===== src/rtl/core/assert_macros.svh =====
// Assertion macros shared by the RGB to HSV converter RTL.
// No dependencies; included by modules that carry concurrent checks.
`ifndef ASSERT_MACROS_SVH
`define ASSERT_MACROS_SVH

// Property checked at every rising clock edge outside reset.
`define RGBHSV_ASSERT(lbl, clk, rst_n, prop, msg) \
	lbl: assert property (@(posedge clk) disable iff (!rst_n) (prop)) else $error(msg);

// Condition that must hold in the cycle after a trigger.
`define RGBHSV_ASSERT_NEXT(lbl, clk, rst_n, pre, post, msg) \
	lbl: assert property (@(posedge clk) disable iff (!rst_n) (pre) |=> (post)) else $error(msg);

`endif


===== src/rtl/core/rgbhsv_pkg.sv =====
// Shared types and constants of the RGB to HSV converter.
// No dependencies; used by the interfaces, the front stage, the divider cells and the top.
package rgbhsv_pkg;

	localparam int CH_W      = 8;           // color channel width
	localparam int HUE_W     = 16;          // hue fraction width
	localparam int HDIV_W    = 11;          // 6 * spread fits in 11 bits
	localparam int SDND_W    = 2 * CH_W;    // 255 * spread
	localparam int NUM_CELLS = HUE_W;       // one quotient bit per cell

	typedef logic [CH_W-1:0]   chan_t;
	typedef logic [HUE_W-1:0]  hue_t;
	typedef logic [HDIV_W-1:0] hdiv_t;
	typedef logic [SDND_W-1:0] sdnd_t;

	// Word handed from cell to cell along the divider chain.
	typedef struct packed {
		hdiv_t hue_rem;
		hdiv_t hue_div;
		hue_t  hue_quo;
		chan_t sat_rem;
		chan_t sat_div;
		sdnd_t sat_dnd;
		chan_t sat_quo;
		chan_t value;
	} cell_word_t;

endpackage


===== src/rtl/core/rgbhsv_pix_if.sv =====
// Input channel of the converter: one RGB pixel word per handshake.
// Depends on rgbhsv_pkg.
interface rgbhsv_pix_if import rgbhsv_pkg::*; ();
	logic  valid;
	logic  ready;
	chan_t red;
	chan_t green;
	chan_t blue;

	modport source (output valid, output red, output green, output blue, input ready);
	modport sink (input valid, input red, input green, input blue, output ready);
endinterface


===== src/rtl/core/rgbhsv_hsv_if.sv =====
// Output channel of the converter: one HSV word per handshake.
// Depends on rgbhsv_pkg.
interface rgbhsv_hsv_if import rgbhsv_pkg::*; ();
	logic  valid;
	logic  ready;
	hue_t  hue;
	chan_t saturation;
	chan_t brightness;

	modport source (output valid, output hue, output saturation, output brightness,
		input ready);
	modport sink (input valid, input hue, input saturation, input brightness,
		output ready);
endinterface


===== src/rtl/core/rgb_to_hsv_converter.sv =====
// Top level of the RGB to HSV converter: front stage, divider cell chain, output register.
// Depends on rgbhsv_pkg, rgbhsv_pix_if, rgbhsv_hsv_if, rgbhsv_prep, rgbhsv_cell.
//
// Usage:
//   pix carries one RGB word (red, green, blue, 8 bits each) per valid/ready handshake.
//   hsv returns one word per pixel, in order: hue as a 16-bit fraction of a full turn,
//   saturation = floor(255 * spread / max), brightness = max channel.
//   Path: the front stage register loads at the accepting edge; the word then passes
//   through 16 divider cells and 1 output register before it reaches hsv.
//   Throughput: one pixel per clock unless hsv.ready stalls the chain; the 16 cells each
//   do one quotient bit of each division, so a new pixel enters as older ones move down.
//   Stall: when hsv.ready is low the output register holds its word; each stage keeps
//   advancing while the one after it has room, so bubbles are squeezed out and pix.ready
//   drops only once every stage holds a word.
//   Reset: arst_n clears all valid flags asynchronously; no word is emitted until a
//   pixel is accepted. The block keeps no state between pixels.
`include "assert_macros.svh"

module rgb_to_hsv_converter import rgbhsv_pkg::*; (
	input logic         clk,
	input logic         arst_n,
	rgbhsv_pix_if.sink  pix,
	rgbhsv_hsv_if.source hsv
);

	cell_word_t stage_word [NUM_CELLS+1];
	logic       stage_vld  [NUM_CELLS+1];
	logic       stage_rdy  [NUM_CELLS+1];

	logic  out_valid_q;
	hue_t  hue_q;
	chan_t sat_q;
	chan_t bright_q;
	logic  out_rdy;

	// Front stage: max/min/spread and the division operands.
	rgbhsv_prep u_prep (
		.clk      (clk),
		.arst_n   (arst_n),
		.red      (pix.red),
		.green    (pix.green),
		.blue     (pix.blue),
		.up_valid (pix.valid),
		.up_ready (pix.ready),
		.dn_word  (stage_word[0]),
		.dn_ready (stage_rdy[0]),
		.dn_valid (stage_vld[0])
	);

	// Divider chain: each cell shifts one quotient bit into both results.
	for (genvar i = 0; i < NUM_CELLS; i++) begin : g_cell
		rgbhsv_cell u_cell (
			.clk      (clk),
			.arst_n   (arst_n),
			.up_word  (stage_word[i]),
			.up_valid (stage_vld[i]),
			.up_ready (stage_rdy[i]),
			.dn_word  (stage_word[i+1]),
			.dn_valid (stage_vld[i+1]),
			.dn_ready (stage_rdy[i+1])
		);
	end

	// Output register: take a new word when empty or when the receiver drains it.
	assign out_rdy              = !out_valid_q || hsv.ready;
	assign stage_rdy[NUM_CELLS] = out_rdy;

	always_ff @(posedge clk or negedge arst_n) begin
		if (!arst_n) begin
			out_valid_q <= 1'b0;
		end else if (out_rdy) begin
			out_valid_q <= stage_vld[NUM_CELLS];
		end
	end

	always_ff @(posedge clk) begin
		if (out_rdy && stage_vld[NUM_CELLS]) begin
			hue_q    <= stage_word[NUM_CELLS].hue_quo;
			sat_q    <= stage_word[NUM_CELLS].sat_quo;
			bright_q <= stage_word[NUM_CELLS].value;
		end
	end

	assign hsv.valid      = out_valid_q;
	assign hsv.hue        = hue_q;
	assign hsv.saturation = sat_q;
	assign hsv.brightness = bright_q;

	// Zero saturation means a grey pixel, so hue must be zero too.
	`RGBHSV_ASSERT(a_top_grey_hue, clk, arst_n,
		(hsv.valid && (hsv.saturation == '0)) |-> (hsv.hue == '0), "grey pixel with hue")
	// An empty output register lets the whole chain advance.
	`RGBHSV_ASSERT(a_top_ready, clk, arst_n,
		!hsv.valid |-> pix.ready, "input stalled with empty output")
	`RGBHSV_ASSERT_NEXT(a_top_last_hold, clk, arst_n, stage_vld[NUM_CELLS] && !out_rdy,
		stage_vld[NUM_CELLS], "last cell dropped a word")

endmodule


===== src/rtl/core/rgbhsv_prep.sv =====
// Front stage: max, min, spread and the two division operands of one pixel.
// Depends on rgbhsv_pkg and assert_macros.svh; feeds the first divider cell.
`include "assert_macros.svh"

module rgbhsv_prep import rgbhsv_pkg::*; (
	input  logic       clk,
	input  logic       arst_n,
	input  chan_t      red,
	input  chan_t      green,
	input  chan_t      blue,
	input  logic       up_valid,
	output logic       up_ready,
	output cell_word_t dn_word,
	input  logic       dn_ready,
	output logic       dn_valid
);

	logic       valid_s1;
	cell_word_t word_s1;
	cell_word_t word_d;
	logic       red_max;
	logic       green_max;
	chan_t      vmax;
	chan_t      vmin;
	chan_t      spread;
	hdiv_t      spread_w;
	hdiv_t      six_d;
	hdiv_t      num;

	always_comb begin
		red_max   = (red >= green) && (red >= blue);
		green_max = !red_max && (green >= blue);
		vmax = red_max ? red : (green_max ? green : blue);
		vmin = red;
		if (green < vmin) begin
			vmin = green;
		end
		if (blue < vmin) begin
			vmin = blue;
		end
		spread   = vmax - vmin;
		spread_w = {{(HDIV_W-CH_W){1'b0}}, spread};
		six_d    = (spread_w << 2) + (spread_w << 1);
		// All numerators land in [0, 6d), so modulo arithmetic is exact.
		if (red_max) begin
			if (green >= blue) begin
				num = {{(HDIV_W-CH_W){1'b0}}, green - blue};
			end else begin
				num = six_d - {{(HDIV_W-CH_W){1'b0}}, blue - green};
			end
		end else if (green_max) begin
			num = (spread_w << 1) + {{(HDIV_W-CH_W){1'b0}}, blue}
				- {{(HDIV_W-CH_W){1'b0}}, red};
		end else begin
			num = (spread_w << 2) + {{(HDIV_W-CH_W){1'b0}}, red}
				- {{(HDIV_W-CH_W){1'b0}}, green};
		end

		word_d = '0;
		// Grey: zero over one gives a zero quotient.
		word_d.hue_rem = (spread == '0) ? '0 : num;
		word_d.hue_div = (spread == '0) ? hdiv_t'(1) : six_d;
		word_d.sat_div = (vmax == '0) ? chan_t'(1) : vmax;
		word_d.sat_dnd = {spread, {CH_W{1'b0}}} - {{CH_W{1'b0}}, spread};
		word_d.value   = vmax;
	end

	assign up_ready = !valid_s1 || dn_ready;

	always_ff @(posedge clk or negedge arst_n) begin
		if (!arst_n) begin
			valid_s1 <= 1'b0;
		end else if (up_ready) begin
			valid_s1 <= up_valid;
		end
	end

	always_ff @(posedge clk) begin
		if (up_ready && up_valid) begin
			word_s1 <= word_d;
		end
	end

	assign dn_word  = word_s1;
	assign dn_valid = valid_s1;

	`RGBHSV_ASSERT(a_prep_hue_frac, clk, arst_n,
		valid_s1 |-> (word_s1.hue_rem < word_s1.hue_div), "hue numerator not below divisor")
	`RGBHSV_ASSERT(a_prep_sat_fit, clk, arst_n,
		valid_s1 |-> (word_s1.sat_dnd[SDND_W-1:CH_W] < word_s1.sat_div),
		"saturation quotient would overflow")
	`RGBHSV_ASSERT_NEXT(a_prep_hold, clk, arst_n, valid_s1 && !dn_ready,
		valid_s1 && $stable(word_s1), "front stage lost a stalled word")

endmodule


===== src/rtl/core/rgbhsv_cell.sv =====
// One divider cell: a restoring step for hue and one for saturation.
// Depends on rgbhsv_pkg and assert_macros.svh; chained by the top level.
`include "assert_macros.svh"

module rgbhsv_cell import rgbhsv_pkg::*; (
	input  logic       clk,
	input  logic       arst_n,
	input  cell_word_t up_word,
	input  logic       up_valid,
	output logic       up_ready,
	output cell_word_t dn_word,
	output logic       dn_valid,
	input  logic       dn_ready
);

	logic                valid_q;
	cell_word_t          word_q;
	cell_word_t          word_d;
	logic [HDIV_W:0]     hue_trial;
	logic [HDIV_W:0]     hue_diff;
	logic                hue_bit;
	logic [CH_W:0]       sat_trial;
	logic [CH_W:0]       sat_diff;
	logic                sat_bit;

	always_comb begin
		word_d    = up_word;
		hue_trial = {up_word.hue_rem, 1'b0};
		hue_diff  = hue_trial - {1'b0, up_word.hue_div};
		hue_bit   = (hue_trial >= {1'b0, up_word.hue_div});
		sat_trial = {up_word.sat_rem, up_word.sat_dnd[SDND_W-1]};
		sat_diff  = sat_trial - {1'b0, up_word.sat_div};
		sat_bit   = (sat_trial >= {1'b0, up_word.sat_div});

		word_d.hue_rem = hue_bit ? hue_diff[HDIV_W-1:0] : hue_trial[HDIV_W-1:0];
		word_d.hue_quo = {up_word.hue_quo[HUE_W-2:0], hue_bit};
		word_d.sat_rem = sat_bit ? sat_diff[CH_W-1:0] : sat_trial[CH_W-1:0];
		word_d.sat_dnd = {up_word.sat_dnd[SDND_W-2:0], 1'b0};
		word_d.sat_quo = {up_word.sat_quo[CH_W-2:0], sat_bit};
	end

	// Advance when empty or when the neighbor takes the held word.
	assign up_ready = !valid_q || dn_ready;

	always_ff @(posedge clk or negedge arst_n) begin
		if (!arst_n) begin
			valid_q <= 1'b0;
		end else if (up_ready) begin
			valid_q <= up_valid;
		end
	end

	always_ff @(posedge clk) begin
		if (up_ready && up_valid) begin
			word_q <= word_d;
		end
	end

	assign dn_word  = word_q;
	assign dn_valid = valid_q;

	`RGBHSV_ASSERT(a_cell_hue_rem, clk, arst_n,
		valid_q |-> (word_q.hue_rem < word_q.hue_div), "hue remainder out of range")
	`RGBHSV_ASSERT(a_cell_sat_rem, clk, arst_n,
		valid_q |-> (word_q.sat_rem < word_q.sat_div), "saturation remainder out of range")
	`RGBHSV_ASSERT_NEXT(a_cell_hold, clk, arst_n, valid_q && !dn_ready,
		valid_q && $stable(word_q), "cell lost a stalled word")

endmodule


===== src/flat_wrapper.sv =====
// flat-port wrapper written by rule: the top's interface ports become plain ports
module rgb_to_hsv_converter_flat import rgbhsv_pkg::*;
  (clk, arst_n, pix_valid, pix_red, pix_green, pix_blue, pix_ready, hsv_valid, hsv_hue, hsv_saturation, hsv_brightness, hsv_ready);
  rgbhsv_pix_if pix_i ();
  rgbhsv_hsv_if hsv_i ();
  input logic clk;
  input logic arst_n;
  input wire logic [$bits(pix_i.valid)-1:0] pix_valid;
  input wire logic [$bits(pix_i.red)-1:0] pix_red;
  input wire logic [$bits(pix_i.green)-1:0] pix_green;
  input wire logic [$bits(pix_i.blue)-1:0] pix_blue;
  output wire logic [$bits(pix_i.ready)-1:0] pix_ready;
  output wire logic [$bits(hsv_i.valid)-1:0] hsv_valid;
  output wire logic [$bits(hsv_i.hue)-1:0] hsv_hue;
  output wire logic [$bits(hsv_i.saturation)-1:0] hsv_saturation;
  output wire logic [$bits(hsv_i.brightness)-1:0] hsv_brightness;
  input wire logic [$bits(hsv_i.ready)-1:0] hsv_ready;
  assign pix_i.valid = pix_valid;
  assign pix_i.red = pix_red;
  assign pix_i.green = pix_green;
  assign pix_i.blue = pix_blue;
  assign pix_ready = pix_i.ready;
  assign hsv_valid = hsv_i.valid;
  assign hsv_hue = hsv_i.hue;
  assign hsv_saturation = hsv_i.saturation;
  assign hsv_brightness = hsv_i.brightness;
  assign hsv_i.ready = hsv_ready;
  rgb_to_hsv_converter u_core (.clk(clk), .arst_n(arst_n), .pix(pix_i), .hsv(hsv_i));
endmodule

===== config.mk =====
export PLATFORM = sky130hd
export DESIGN_NAME = rgb_to_hsv_converter_flat
export DESIGN_NICKNAME = d
export VERILOG_FILES = /design/src/rtl/core/rgbhsv_pkg.sv /design/src/rtl/core/rgbhsv_pix_if.sv /design/src/rtl/core/rgbhsv_hsv_if.sv /design/src/rtl/core/rgb_to_hsv_converter.sv /design/src/rtl/core/rgbhsv_prep.sv /design/src/rtl/core/rgbhsv_cell.sv /design/src/flat_wrapper.sv
export VERILOG_INCLUDE_DIRS = /design/src /design/src/rtl/core
export SDC_FILE = /design/constraint.sdc
export NUM_CORES = 2
export LEC_CHECK = 0
export ABC_AREA = 0
export BUFFER_PORTS_ARGS = -buffer_cell sky130_fd_sc_hd__buf_2
export CAP_MARGIN = 20
export CORE_MARGIN = 2
export CORE_UTILIZATION = 40
export CTS_CLUSTER_DIAMETER = 60
export DETAILED_ROUTE_END_ITERATION = 10
export PLACE_DENSITY = 0.66
export SYNTH_ARGS = -nofsm -noshare
export SYNTH_HDL_FRONTEND = slang
export SYNTH_SLANG_ARGS = --single-unit

===== constraint.sdc =====
create_clock -name clk -period 5.75 [get_ports clk]
set_input_delay 0.575 -clock clk [delete_from_list [all_inputs] [get_ports clk]]
set_output_delay 0.575 -clock clk [all_outputs]
set_load 0.05 [all_outputs]

# Word-level counts from Yosys, hierarchy flattened
# Index checks and enable logic that the tools add are counted.
classes:
  addsub: 40
  multipliers: 0
  div: 0
  order_cmp: 37
  eq_ne: 0
  shifts: 0
  n_mux: 37
  bitwise_logic: 0
  n_reduce_logical: 59
op_table:
  columns: ["cell", "count"]
  rows:
  - ["$mux W11", 18]
  - ["$ge A12 B11 Y1", 16]
  - ["$sub A11 B11 Y11", 15]
  - ["$mux W8", 18]
  - ["$sub A8 B8 Y8", 17]
  - ["$ge A9 B8 Y1", 15]
  - ["$ge A8 B8 Y1", 3]
  - ["$sub A11 B8 Y11", 2]
  - ["$logic_and A1 B1 Y1", 20]
  - ["$logic_not A1 Y1", 19]
  - ["$logic_or A1 B1 Y1", 18]
  - ["$logic_not A8 Y1", 2]
  - ["$lt A8 B8 Y1", 2]
  - ["$sub A16 B8 Y16", 1]
  - ["$add A10 B8 Y11", 1]
  - ["$add A10 B9 Y11", 1]
  - ["$sub A10 B8 Y11", 1]
  - ["$add A9 B8 Y10", 1]
  - ["$ge A1 B8 Y1", 1]
  - ["$sub A1 B8 Y8", 1]
  - ["$mux W1", 1]
totals:
  ff_bits: 1094
  latch_bits: 0
  mem_bits_rw: 0
  mem_bits_ro: 0
  wordCells: 330
  mem_count: 0

# Logic depth before layout (Yosys ltp)
depth:
  depth_word: 20
  mapped_depth: 38

# Hierarchy
# Synthesis repeated with hierarchy kept, for this count alone.
unflattened:
  cells_unflattened: 4678
  hier_area_um2: 66996.8
modules_own_cells:
  columns: ["mod", "n_inst", "cells_per_inst", "area_each_um2", "seq_area_each_um2"]
  rows:
  - ["rgbhsv_cell (u_core.g_cell[13].u_cell ...)", 8, 255, 3758.6, 2577.5]
  - ["rgbhsv_cell (u_core.g_cell[0].u_cell ...)", 8, 242, 3708.6, 2577.5]
  - ["rgbhsv_prep", 1, 666, 6244.7, 1646.6]
  - ["rgb_to_hsv_converter", 1, 36, 1014.7, 985.9]

# Worst setup path after synthesis
# No wires, ideal clock.
synth_timing:
  kind: "input port to flip-flop"
  from: "input pix_green[1]"
  to: "register u_core.u_prep.word_s1, in the netlist u_core.u_prep.dn_word[83] (data pin)"
  arrival_ns: 7.567
  slack_ns: -2.084
  cell_stages: 35
  path_buffers: 2
  path_cell_list: "inv_1 ha_1 nor2b_1 o211ai_1 a21oi_1 nor2_1 clkbuf_1 nor2_1 a21oi_1 ha_1 a211o_1 a211oi_2 or4b_1 and3_4 buf_6 nor2_1 a21oi_1 ha_1 fa_1 nand2b_1 a21oi_1 xor2_1 inv_1 ha_1 inv_1 o21bai_1 maj3_1 xor2_1 ha_1 nor2b_1 nor3b_1 a2111o_1 xnor2_1 a22oi_1 nor2_1"
synth_via:
  elab_chain_cells: 11
synth_lines:
  columns: ["item", "line", "source"]
  rows:
  - ["start, declared", "flat_wrapper.sv:10", "input wire logic [$bits(pix_i.green)-1:0] pix_green;"]
  - ["branches (longest 11 deep; another with $add A10 B8 Y11)", null, null]
  - ["end signal, assigned", "rgbhsv_prep.sv:80", "word_s1 <= word_d;"]
  - ["end, declared", "rgbhsv_prep.sv:19", "cell_word_t word_s1;"]
# Several ways; the timed one is not identified.
# A chain may end at the register's enable or synchronous reset.

# Worst setup path after layout
layout_timing:
  from: "input pix_green[1]"
  to: "register u_core.u_prep.word_s1, in the netlist u_core.u_prep.dn_word[85] (data pin)"
# Same word-level chain as after synthesis.

==> summary.txt <==
Pwr
  – Leak Pwr: 24.65 nW
  – Clock Power Share: 20.5%
  – P per Cell Area: 552.9 nW/um^2
  – Seq pwr share: 37.2%
  – Cell Int Power: ~22 mW
  – NetSw: about 11 mW
  – Combinational share of power: between 40% and 50%
  – Net Sw Frac: 33.79%
  – Peak supply drop: just over 0.4 mV

Global routing
  – Initial antenna violation count: 0
  – First-pass GRT wire length: approximately 150000 um
  – Gr usage total: 13.37%
  – Global route overflow: 0
  – Vias in the first global route: ~31000
  – Largest net degree at the start of global routing: 69

Synth
  – Number of flops mapped to enable cells by yosys: ~1100
  – Mapped cell area: approximately 52000 sq um
  – Syn Inst Count: between 4000 and 5000
  – Synth top area share: 61.81%
  – Mapped Nets: about 4700
  – Syn avg cell area: between 10 and 15 sq um
  – Prevailing post-synth register cell: edfxtp_1
  – Count of different cell masters after synthesis: 65
  – Synth Register Bits: 1094
  – Area leader, netlist: edfxtp_1
  – Top area cells in the synthesized netlist: edfxtp_1, ha_1, inv_1
  – Ys async rst share: 1.645%
  – YS warnings: 0
  – Sequential share of the synthesized area: 62.68%

Critical path
  – Setup crit start: pix_green[1]
  – Worst setup EP type: register
  – WP data arrival: ~6.8 ns
  – Peak fanout along the critical path: 5
  – CP max-delay cell: or4b_1
  – Startpoint Class: primary input
  – Worst R2R End: u_core.g_cell[0].u_cell.dn_word[64]$_DFFE_PP_
  – Slowest stage delay, CP: 0.45 ns
  – Reg-to-reg critical path startpoint: u_core.hsv.valid$_DFFE_PN0P_
  – Path depth of the worst reg2reg path: 10
  – Worst EP required: 6.21 ns
  – Register-to-Register Setup Slack: 2.13 ns
  – Crit Path Category: primary input to register

Placed design
  – Post-DP Area: 56500 sq um
  – I/O Buffers: 61
  – HPWL Detailed: 64940 um
  – Pre-CTS setup slack: -1.689 ns
  – GP Congestion: 0.8599
  – Placed cells: about 6000

Clocking
  – H-tree depth: 3
  – CTS Buffer Depth: 3
  – CTS tree: built
  – Num Clock Sinks: 1094
  – CTS root buf: clkbuf_16
  – Clock Latency Late Sink: 0.72 ns
  – Clock slew at reported path FFs: 0.06 ns
  – Total CTS buffers: between 100 and 150

Hold path
  – Worst min path class: primary input to register
  – Hold Path Origin: pix_valid
  – Hold path cells: 2
  – End of the worst hold path: u_core.u_prep.dn_valid$_DFFE_PN0N_

Drt
  – Wirelength, routed: about 90000 um
  – Wire length on met3: 3246 um
  – DRT iter0 DRCs: 1682
  – WL met1: 36710 um
  – Vias per cell: 4.845
  – Drc violations: 0
  – Detail Route Antenna Nets: 0
  – Vias: 31010
  – DR WL/cell: 13.82 um
  – WL met2: 46050 um
  – Top Metal Used: met4
  – DRT Pass-1 Iters: 5

Floorplan
  – Die Height: between 300 and 400 um
  – Die Wd: 365.5 um
  – Row count: 132
  – Starting Density: around 40%
  – Die Area: 133600 sq um
  – Core area: 129600 sq um
  – IO Count: 62

Layout
  – Finished Cell Area: 61090 sq um
  – Register area: 32760 sq um
  – Fin nets: 5040
  – Share of layout cells above drive strength 1: a little over an eighth
  – Fill count: approximately 11000
  – Post-Layout Cell Count: between 6000 and 7000
  – Area of the multi-input gates: 17670 sq um
  – Post-Route Utilization: a little under half
  – Synth-to-layout area growth: 16.87%
  – Diodes inserted: 0

Timing
  – Hold Violations, Final: 0
  – Slew Limit Fails: 0
  – Least-Margin Pin Slew: 0.9821 ns
  – Fin Clk Skew: 0.06043 ns
  – Setup violators final: 26
  – Tmin final: 6.328 ns
  – Final Cycle Share: 110.1%
  – Hold slack final: 0.08038 ns
  – Setup WS post-layout: -0.5780 ns
  – Fmax: 158.0 MHz
  – Unrepaired setup endpoints after global routing: true
  – Slew HR: 34.53%

Flow run
  – Max-Cap Viols: 0

Run status
  – Violations in the final reports: negative setup slack
  – Outcome: finished, violations left
placed cells by master (no fill, tap or decap), types with 18 or more instances in the layout:
cell type / netlist / layout
a21oi_1: 145 / 123
and3_1: 49 / 49
ha_1: 394 / 376
xor2_1: 56 / 54
fa_1: 49 / 46
o21ai_0: 340 / 331
xnor2_1: 66 / 60
clkbuf_1: 58 / 25
buf_6: 1 / 21
a21o_1: 50 / 50
nor2_1: 227 / 216
edfxtp_1: 1076 / 1076
nand2_1: 400 / 400
nand4_1: 69 / 69
clkinv_1: 0 / 26
nand3_1: 43 / 42
clkbuf_16: 0 / 114
buf_2: 0 / 60
dfrtp_1: 18 / 18
o31ai_1: 134 / 134
nor2b_1: 71 / 63
o21bai_1: 21 / 19
buf_4: 0 / 234
inv_1: 629 / 618
nand2b_1: 27 / 25
a21boi_0: 87 / 85
metal layers:
metal | global-route usage [%] | vias up
met4 | 4.551 | 0
met1 | 15.48 | 14690
met5 | 0 | -
li1 | - | 15710
met2 | 25.04 | 457
met3 | 1.942 | 158
worst max-delay path by stage:
stage                                                          to  slack, ns  cells past startpoint
after floorplan           u_core.u_prep.dn_word[83]$_SDFFCE_PN0P_      -1.34                     35
final                     u_core.u_prep.dn_word[85]$_SDFFCE_PN0P_      -0.58                     36
after global routing      u_core.u_prep.dn_word[83]$_SDFFCE_PN0P_      -0.87                     37
after CTS                 u_core.u_prep.dn_word[85]$_SDFFCE_PN0P_      -0.55                     35
after global placement    u_core.u_prep.dn_word[83]$_SDFFCE_PN0P_      -1.63                     34
after detailed placement  u_core.u_prep.dn_word[85]$_SDFFCE_PN0P_      -1.69                     34
cells by family (layout without fill, tap and decap cells):
group,count (synthesis),after routing,synth area share [%]
XOR/XNOR,124,124,2.133
adder cells (fa/ha/maj),445,445,11.35
AO/OA/AOI/OAI,863,863,10.19
AND/OR/NAND/NOR,957,957,8.373
buffers and inverters,691,1161,4.976
flip-flops,1094,1094,62.68
multiplexers,15,15,0.3040
power groups by stage:
stage | clock (mW) | sequential [mW] | combinational (mW)
after CTS | 7.12 | 12.6 | 13.5
after detailed placement | 0 | 12.7 | 12.9
final | 6.91 | 12.6 | 14.3
after global routing | 7.43 | 12.8 | 16.1
after floorplan | 0 | 12.6 | 8.96
after global placement | 0 | 12.6 | 12.6
cell type report:
type                       instances  share of cell area [%]
sequential                      1094                   53.63
tap                             1742                   3.568
clock buffer                     143                   4.914
inverter                         629                   3.883
timing repair buffer             327                   4.119
clock inverter                    62                  0.9524
multi-input combinational       2404                   28.93
cell usage after synthesis (all sizes together), types with 5 or more instances:
library cell,count
clkbuf,58
nor2,227
xor2,56
a21oi,145
o211ai,6
a311oi,15
or3,5
nand2b,27
a2111oi,15
dfrtp,18
a31oi,8
and3,50
a21boi,87
a21o,50
fa,49
nand3,43
nand4,69
nor2b,71
o21bai,21
and2,12
o31ai,134
ha,394
nor3b,16
nand2,402
inv,629
o21a,9
mux2i,14
xnor2,66
nor3,20
a211oi,16
edfxtp,1076
or2,5
o21ai,340
through the flow:
step	setup TNS (ns)	total power [mW]
after floorplan	-18.48	21.61
after CTS	-5.006	33.22
after detailed placement	-36.69	25.65
final	-5.372	33.77
after global placement	-34.35	25.22
after global routing	-12.68	36.31
sequential cells by signal, indices dropped and copies added, names as in the netlist:
name,flops
u_core.hsv.saturation,8
u_core.g_cell.u_cell.dn_valid,16
u_core.hsv.valid,1
u_core.hsv.brightness,8
u_core.g_cell.u_cell.dn_word,990
u_core.u_prep.dn_valid,1
u_core.hsv.hue,16
u_core.u_prep.dn_word,54
timing repair:
action | 4_1_cts | 5_1_grt
endpoints found under the setup margin | 27 | 30
resized for setup | 50 | 62
gates cloned | 2 | 0
setup buffers | 21 | 14
hold endpoints to repair | 18 | 0
pin swaps | 32 | 52
hold buffers | 1 | 0
worst max-delay path: cells and delay by family:
| kind | cells | cell delay (ns) |
|---|---|---|
| simple gates | 11 | 1.81 |
| xor+xnor | 2 | 0.40 |
| mux | 2 | 0.23 |
| fa+ha+maj | 7 | 1.87 |
| compound gates | 9 | 1.50 |
| buf+inv | 5 | 0.43 |
No activity file was read; power rests on OpenSTA's default activity.
